[config.mk]
export PLATFORM = sky130hd
export DESIGN_NAME = running_set_statistics_top
export DESIGN_NICKNAME = d
export VERILOG_FILES = /design/src/hw/rtl/rss_pkg.sv /design/src/hw/rtl/rss_ctrl.sv /design/src/hw/rtl/rss_datapath.sv /design/src/hw/rtl/running_set_statistics_top.sv
export SDC_FILE = /design/constraint.sdc
export NUM_CORES = 1
export LEC_CHECK = 0
export BUFFER_PORTS_ARGS = -buffer_cell sky130_fd_sc_hd__buf_2
export CELL_PAD_IN_SITES_DETAIL_PLACEMENT = 0
export CELL_PAD_IN_SITES_GLOBAL_PLACEMENT = 1
export CORE_UTILIZATION = 50
export DETAILED_ROUTE_END_ITERATION = 8
export HOLD_SLACK_MARGIN = 0.1
export PLACE_DENSITY_LB_ADDON = 0.3
export SLEW_MARGIN = 10
export SYNTH_ARGS = -nofsm -noshare
export SYNTH_HDL_FRONTEND = slang
export SYNTH_HIERARCHICAL = 1
export SYNTH_SLANG_ARGS = --single-unit
[constraint.sdc]
create_clock -name clk -period 40.6 [get_ports clk]
set_clock_uncertainty 0.15 [all_clocks]
set_input_delay 2.03 -clock clk [delete_from_list [all_inputs] [get_ports clk]]
set_output_delay 2.03 -clock clk [all_outputs]
set_load 0.01 [all_outputs]
[src/hw/rtl/rss_pkg.sv]
// Shared types and constants for the running set statistics block.
`timescale 1ns / 1ps

package rss_pkg;

  localparam int MAX_COUNT = 65536;
  localparam int FRAC_BITS = 8;

  localparam int SAMPLE_W = 32;
  localparam int SUM_W    = 48;
  localparam int MEAN_W   = 40;
  localparam int OUT_CNT_W = 17;

  localparam int CNT_W  = $clog2(MAX_COUNT + 1);
  localparam int DVD_W  = SUM_W + FRAC_BITS;
  localparam int STEP_W = $clog2(DVD_W);

  typedef struct packed {
    logic signed [SAMPLE_W-1:0] sample;
    logic                       set_end;
  } in_beat_t;

  typedef struct packed {
    logic [OUT_CNT_W-1:0]       item_count;
    logic signed [SUM_W-1:0]    total;
    logic signed [MEAN_W-1:0]   mean_q8;
    logic signed [SAMPLE_W-1:0] smallest;
    logic signed [SAMPLE_W-1:0] largest;
    logic [SAMPLE_W-1:0]        spread;
    logic [OUT_CNT_W-1:0]       even_total;
    logic [OUT_CNT_W-1:0]       odd_total;
    logic                       count_overflow;
  } out_beat_t;

  typedef enum logic [2:0] {
    ST_IDLE,
    ST_LOAD,
    ST_DIV,
    ST_FIN,
    ST_OUT
  } state_t;

  typedef struct packed {
    logic acc;
    logic close;
    logic load;
    logic step;
    logic finish;
  } cmd_t;

  typedef struct packed {
    logic div_done;
  } status_t;

endpackage

[src/hw/rtl/rss_ctrl.sv]
// Sequencer for accumulation, division and result hand-off.
`timescale 1ns / 1ps

module rss_ctrl (
  input  logic           clk,
  input  logic           rst,
  input  logic           in_valid,
  input  logic           in_last,
  output logic           in_ready,
  output logic           out_valid,
  input  logic           out_ready,
  input  rss_pkg::status_t status,
  output rss_pkg::cmd_t    cmd
);
  import rss_pkg::*;

  state_t state;
  state_t state_next;

  always_ff @(posedge clk) begin
    if (rst) begin
      state <= ST_IDLE;
    end else begin
      state <= state_next;
    end
  end

  always_comb begin
    state_next = state;
    case (state)
      ST_IDLE: begin
        if (in_valid && in_last) begin
          state_next = ST_LOAD;
        end
      end
      ST_LOAD: state_next = ST_DIV;
      ST_DIV: begin
        if (status.div_done) begin
          state_next = ST_FIN;
        end
      end
      ST_FIN: state_next = ST_OUT;
      ST_OUT: begin
        if (out_ready) begin
          state_next = ST_IDLE;
        end
      end
      default: state_next = ST_IDLE;
    endcase
  end

  always_comb begin
    in_ready   = 1'b0;
    out_valid  = 1'b0;
    cmd        = '0;
    case (state)
      ST_IDLE: begin
        in_ready  = 1'b1;
        cmd.acc   = in_valid && !in_last;
        cmd.close = in_valid && in_last;
      end
      ST_LOAD: begin
        in_ready = !in_last;
        cmd.acc  = in_valid && !in_last;
        cmd.load = 1'b1;
      end
      ST_DIV: begin
        in_ready = !in_last;
        cmd.acc  = in_valid && !in_last;
        cmd.step = 1'b1;
      end
      ST_FIN: begin
        in_ready   = !in_last;
        cmd.acc    = in_valid && !in_last;
        cmd.finish = 1'b1;
      end
      ST_OUT: begin
        in_ready  = !in_last;
        cmd.acc   = in_valid && !in_last;
        out_valid = 1'b1;
      end
      default: begin
        in_ready = 1'b0;
      end
    endcase
  end

endmodule

[src/hw/rtl/rss_datapath.sv]
// Accumulators, result snapshot and bit-serial divider for the set mean.
`timescale 1ns / 1ps

module rss_datapath (
  input  logic               clk,
  input  logic               rst,
  input  rss_pkg::in_beat_t  in_data,
  input  rss_pkg::cmd_t      cmd,
  output rss_pkg::status_t   status,
  output rss_pkg::out_beat_t out_data
);
  import rss_pkg::*;

  localparam logic [DVD_W-1:0] MEAN_NEG_LIM = DVD_W'(1) << (MEAN_W - 1);
  localparam logic [DVD_W-1:0] MEAN_POS_LIM = MEAN_NEG_LIM - DVD_W'(1);

  logic [CNT_W-1:0]          seen_count;
  logic [SUM_W-1:0]          running_sum;
  logic signed [SAMPLE_W-1:0] running_min;
  logic signed [SAMPLE_W-1:0] running_max;
  logic [CNT_W-1:0]          even_seen;
  logic [CNT_W-1:0]          odd_seen;
  logic                      set_open;
  logic                      overflowed;

  logic [CNT_W-1:0]          seen_count_next;
  logic [SUM_W-1:0]          running_sum_next;
  logic signed [SAMPLE_W-1:0] running_min_next;
  logic signed [SAMPLE_W-1:0] running_max_next;
  logic [CNT_W-1:0]          even_seen_next;
  logic [CNT_W-1:0]          odd_seen_next;
  logic                      overflowed_next;
  logic                      full;

  logic [CNT_W-1:0]          snap_count;
  logic [SUM_W-1:0]          snap_sum;
  logic signed [SAMPLE_W-1:0] snap_min;
  logic signed [SAMPLE_W-1:0] snap_max;
  logic [CNT_W-1:0]          snap_even;
  logic [CNT_W-1:0]          snap_odd;
  logic                      snap_ovf;
  logic [SAMPLE_W-1:0]       spread;
  logic signed [MEAN_W-1:0]  mean;

  logic [DVD_W-1:0]          dvd;
  logic [CNT_W-1:0]          rem;
  logic [STEP_W-1:0]         step_cnt;
  logic                      neg;
  logic [SUM_W-1:0]          mag;
  logic [CNT_W:0]            rem_sh;
  logic [CNT_W:0]            rem_diff;
  logic                      ge;
  logic [DVD_W-1:0]          q_sat;

  always_comb begin
    full             = (seen_count >= CNT_W'(MAX_COUNT));
    seen_count_next  = seen_count;
    running_sum_next = running_sum;
    running_min_next = running_min;
    running_max_next = running_max;
    even_seen_next   = even_seen;
    odd_seen_next    = odd_seen;
    overflowed_next  = overflowed;
    if (full) begin
      overflowed_next = 1'b1;
    end else begin
      seen_count_next  = seen_count + CNT_W'(1);
      running_sum_next = running_sum
                         + {{(SUM_W - SAMPLE_W){in_data.sample[SAMPLE_W-1]}}, in_data.sample};
      if (!set_open || (in_data.sample < running_min)) begin
        running_min_next = in_data.sample;
      end
      if (!set_open || (in_data.sample > running_max)) begin
        running_max_next = in_data.sample;
      end
      if (in_data.sample[0]) begin
        odd_seen_next = odd_seen + CNT_W'(1);
      end else begin
        even_seen_next = even_seen + CNT_W'(1);
      end
    end
  end

  always_ff @(posedge clk) begin
    if (rst || cmd.close) begin
      seen_count  <= '0;
      running_sum <= '0;
      running_min <= '0;
      running_max <= '0;
      even_seen   <= '0;
      odd_seen    <= '0;
      set_open    <= 1'b0;
      overflowed  <= 1'b0;
    end else if (cmd.acc) begin
      seen_count  <= seen_count_next;
      running_sum <= running_sum_next;
      running_min <= running_min_next;
      running_max <= running_max_next;
      even_seen   <= even_seen_next;
      odd_seen    <= odd_seen_next;
      set_open    <= set_open || !full;
      overflowed  <= overflowed_next;
    end
  end

  always_ff @(posedge clk) begin
    if (cmd.close) begin
      snap_count <= seen_count_next;
      snap_sum   <= running_sum_next;
      snap_min   <= running_min_next;
      snap_max   <= running_max_next;
      snap_even  <= even_seen_next;
      snap_odd   <= odd_seen_next;
      snap_ovf   <= overflowed_next;
    end
  end

  // Restoring division of |sum| << FRAC_BITS by the count, one quotient bit per step.
  always_comb begin
    mag      = snap_sum[SUM_W-1] ? (SUM_W'(0) - snap_sum) : snap_sum;
    rem_sh   = {rem, dvd[DVD_W-1]};
    rem_diff = rem_sh - {1'b0, snap_count};
    ge       = (rem_sh >= {1'b0, snap_count});
    if (neg) begin
      q_sat = (dvd > MEAN_NEG_LIM) ? MEAN_NEG_LIM : dvd;
    end else begin
      q_sat = (dvd > MEAN_POS_LIM) ? MEAN_POS_LIM : dvd;
    end
  end

  assign status.div_done = (step_cnt == STEP_W'(DVD_W - 1));

  always_ff @(posedge clk) begin
    if (cmd.load) begin
      dvd      <= DVD_W'(mag) << FRAC_BITS;
      rem      <= '0;
      step_cnt <= '0;
      neg      <= snap_sum[SUM_W-1];
    end else if (cmd.step) begin
      dvd      <= {dvd[DVD_W-2:0], ge};
      rem      <= ge ? rem_diff[CNT_W-1:0] : rem_sh[CNT_W-1:0];
      step_cnt <= step_cnt + STEP_W'(1);
    end
  end

  always_ff @(posedge clk) begin
    if (cmd.finish) begin
      mean   <= neg ? MEAN_W'(DVD_W'(0) - q_sat) : MEAN_W'(q_sat);
      spread <= snap_max - snap_min;
    end
  end

  always_comb begin
    out_data.item_count     = OUT_CNT_W'(snap_count);
    out_data.total          = snap_sum;
    out_data.mean_q8        = mean;
    out_data.smallest       = snap_min;
    out_data.largest        = snap_max;
    out_data.spread         = spread;
    out_data.even_total     = OUT_CNT_W'(snap_even);
    out_data.odd_total      = OUT_CNT_W'(snap_odd);
    out_data.count_overflow = snap_ovf;
  end

endmodule

[src/hw/rtl/running_set_statistics_top.sv]
// Top level of the running set statistics block.
`timescale 1ns / 1ps
//
// Input channel in_valid/in_ready/in_data carries one sample per beat; a beat
// with set_end high closes the set. Output channel out_valid/out_ready/out_data
// carries one result beat per set: count, sum, mean (Q8), min, max, spread,
// even and odd counts and the count overflow flag.
// Samples that do not close a set are taken one per cycle at all times.
// The closing beat snapshots the statistics and clears the accumulators, so
// the next set starts accumulating at once. The mean comes from a restoring
// divider giving one quotient bit per cycle: out_valid rises in ST_OUT, which
// follows ST_LOAD, ST_DIV and ST_FIN after the edge that takes the closing beat.
// A further closing beat waits until the pending result has been taken and
// enters in the cycle after that, so samples flow at one per cycle except where
// a closing beat must wait, and a stream of short sets is limited by the division
// and result hand-off plus the receiver's stall.
// While out_ready is low the result holds in its registers and non-closing
// samples keep flowing. Synchronous reset clears all accumulators and
// returns the sequencer to idle with no result pending.

module running_set_statistics_top (
  input  logic               clk,
  input  logic               rst,
  input  logic               in_valid,
  output logic               in_ready,
  input  rss_pkg::in_beat_t  in_data,
  output logic               out_valid,
  input  logic               out_ready,
  output rss_pkg::out_beat_t out_data
);
  import rss_pkg::*;

  cmd_t    cmd;
  status_t status;

  rss_ctrl u_ctrl (
    .clk       (clk),
    .rst       (rst),
    .in_valid  (in_valid),
    .in_last   (in_data.set_end),
    .in_ready  (in_ready),
    .out_valid (out_valid),
    .out_ready (out_ready),
    .status    (status),
    .cmd       (cmd)
  );

  rss_datapath u_datapath (
    .clk      (clk),
    .rst      (rst),
    .in_data  (in_data),
    .cmd      (cmd),
    .status   (status),
    .out_data (out_data)
  );

endmodule

==> results.cfg <==
[finish]
multi_input_area_um2 = 14900
area_growth_pct = 13.3
finalCoreUtilization_pct = 57.4
nets = 3433
fillers = 4980
drive_gt1_share_pct = 15.6
seqCellArea_um2 = 12500

[setup_path]
cp.arrival_ps = 6110
endpoint_kind = flip-flop
crit_cells = 12
startpoint_type = input port
cpPeakStageDelay_ps = 1000
r2r-start = u_datapath/running_min[21]
cp_top_family = compound AO/OA/AOI/OAI gates
critPathRequiredTime_ps = 40820
rrSetupSlack_ps = 35890
slowest_stage = a2111oi_1
path_cells = buf_2, ha_1, a21o_1, a21o_1, a21oi_1, o21ai_0, a2111oi_1, o211a_1, buf_4, o21a_1, buf_4, mux2_2
cp_num_buf_inv = 3
reg2reg_to = u_datapath/snap_min[30]
crit_type = input port to flip-flop
r2r_cells = 12
crit_fanout = 33
cp-endpoint = u_datapath/snap_min[30]
crit_start = in_data[22]

[die]
io_pins = 275
initial_core_util_pct = 50.7
die_area_um2 = 58200
die_x_um = 241
core-area_um2 = 56500
die-height_um = 241
std_cell_rows = 87

[synth]
async_reset_ff_share_pct = 0
ys_top_cells_by_count = nand2_1 (316), edfxtp_1 (285), nor2_1 (274), a21oi_1 (200), dfxtp_1 (199)
syn_area_um2 = 28600
ys_warn_count = 6
synthDominantCellAreaShare_pct = 29.9
yosys.cell_count.top_type = nand2_1
synth-edff-count = 285
synthCells = 3028
synthFlopType = edfxtp_1
postSynthAreaPerCell_um2 = 9.45
ys_ff_latch = 484
yosysTopAreaCell = edfxtp_1
synth_fp_nets = 3233
post_synth_num_cell_types = 98
synth_area_leaders = edfxtp_1 (30%), dfxtp_1 (14%), ha_1 (7.2%)
yosysSeqAreaShare_pct = 43.8

[clock_network]
cts.clk_slew.worst_paths_ps = 60
cts-root-buf = clkbuf_16
cts_setup_buffers = 0
post_cts_resize_count = 0
htreeDepth = 2
cts_tree = done
cts_made_buffers = 53
holdBufCountCts = 0
clkLatencyLatePin_ps = 630
clock_path_buffers = 3
cts_sinks = 484

[global_routing]
grt_pass1_wl_mm = 119
grt_pass1_vias = 22014
grt_overflow_total = 0
antenna_found_initial = 3
grt_usage_pct = 25.8
grt_max_degree = 167

[routing]
vias = 23387
drc = 0
first_pass_iters = 7
wire_per_inst_um = 19.2
routed_wl_mm = 77.2
avgViaCountPerCell = 5.80
drtIter0Drc = 1649
ant_nets = 0

[placed_design]
port_buffers = 274
dp.final_hpwl_mm = 54.6
gp_congestion = 0.941

[worst_hold_path]
hold_class = flip-flop to flip-flop

[power]
ir_drop_uv = 32.2
power_leakage_nw = 12.6
powerDensity_nw_per_um2 = 41.6

[flow_run]
maxCapViolations = 0

[timing]
fmax_ghz = 0.170
slew_headroom_pct = 19.9
finalCriticalPeriod_ps = 5890
slew_viol_final = 0
rsz0062_at_grt = false
setup_violations = 0
finalHoldViolCount = 0
worstMarginPinSlew_ps = 1200
min_period_over_period_pct = 14.5
tns_ps = 0

[status]
status = finished, final reports clean
## per-stage QoR
step                hold WS, ps  setup slack (ps)  total power (W)  instance area [µm²]  std cells
floorplan                   279             24860         0.000782                28600       3028
global placement            294             34350         0.000846                30600       3929
detailed placement          317             34170         0.000851                30600       3929
CTS                         328             34840          0.00136                32400       4029
global route                357             34620          0.00141                32400       4030
finish                      325             34710          0.00135                32400       4030
## state kept, by name, summed over array words and instances (netlist names), 32 cells and up
signal                  count
u_datapath/snap_min        32
u_datapath/running_max     32
u_datapath/spread          32
u_datapath/snap_max        32
u_datapath/snap_sum        48
u_datapath/dvd             56
u_datapath/running_sum     48
u_datapath/running_min     32
u_datapath/mean            40
## layer usage
layer	GRT usage [%]	up-vias	part of all wire, %
met5	0	-	0.013
met4	8.06	2	2.3
met3	3.41	120	5.3
met2	41.5	671	46
met1	36.0	11213	46
li1	-	11381	-
## worst reg2reg max path, cell delays in order, from the launching register on
cell       delay, ps
dfxtp_1          360
inv_1             60
ha_1             290
a21o_1           190
a21o_1           170
a21oi_1          160
o21ai_0          230
a2111oi_1       1000
o211a_1          280
buf_4            370
o21a_1           350
buf_4            430
mux2_2           420
## how the worst min path moves through the flow
stage / cells after the start / slack, ps / from / to
floorplan: 2 / 280 / u_datapath/overflowed / u_datapath/overflowed
global placement: 2 / 290 / u_datapath/overflowed / u_datapath/overflowed
detailed placement: 2 / 320 / u_datapath/running_min[1] / u_datapath/running_min[1]
CTS: 2 / 330 / u_datapath/running_min[1] / u_datapath/running_min[1]
global route: 2 / 360 / u_datapath/running_min[14] / u_datapath/running_min[14]
finish: 2 / 320 / u_datapath/overflowed / u_datapath/overflowed
## cell type report
| cell class | count | share of cell area (%) |
|---|---|---|
| clock buffers | 72 | 4.59 |
| repair buffers | 300 | 4.91 |
| multi-input cells | 2227 | 45.9 |
| well taps | 756 | 2.92 |
| clock inverters | 28 | 1.09 |
| diodes | 1 | 0.00771 |
| inverters | 162 | 1.87 |
| flip-flops and latches | 484 | 38.7 |
## cell families (layout without fill, tap and decap cells)
group	count (synthesis)	after routing	synth area share [%]
buffers and inverters	317	562	4.35
flip-flops	484	484	43.8
other	0	1	0
multiplexers	135	135	5.01
AO/OA/AOI/OAI	737	737	16.7
XOR/XNOR	217	217	6.64
adder cells (fa/ha/maj)	168	168	7.42
AND/OR/NAND/NOR	970	970	16.1
## cell usage in the layout (no fill, tap or decap), types with 19 or more instances in the layout
master / n
mux2i_1: 68
o21a_1: 21
nand2_1: 316
or3_1: 25
and3_1: 34
o31ai_1: 34
mux2_2: 67
o21ai_0: 173
o211ai_1: 49
ha_1: 165
nor2_1: 272
inv_1: 160
dfxtp_1: 198
a211oi_1: 30
edfxtp_1: 285
buf_2: 274
nand2b_1: 21
a21o_1: 54
nand3_1: 78
buf_4: 24
nor3_1: 51
nor4_1: 21
and2_1: 19
a21oi_1: 200
xnor2_1: 104
nand4_1: 43
clkbuf_16: 54
xor2_1: 113
## report_power, final
group / switching, W / internal [W] / leakage, nW
logic: 0.000154 / 0.000107 / 7.49
clock network: 0.000208 / 0.000298 / 0.896
registers: 0.0000294 / 0.000556 / 4.25
total: 0.000391 / 0.000960 / 12.6
Power figures use the tool's default switching activity.
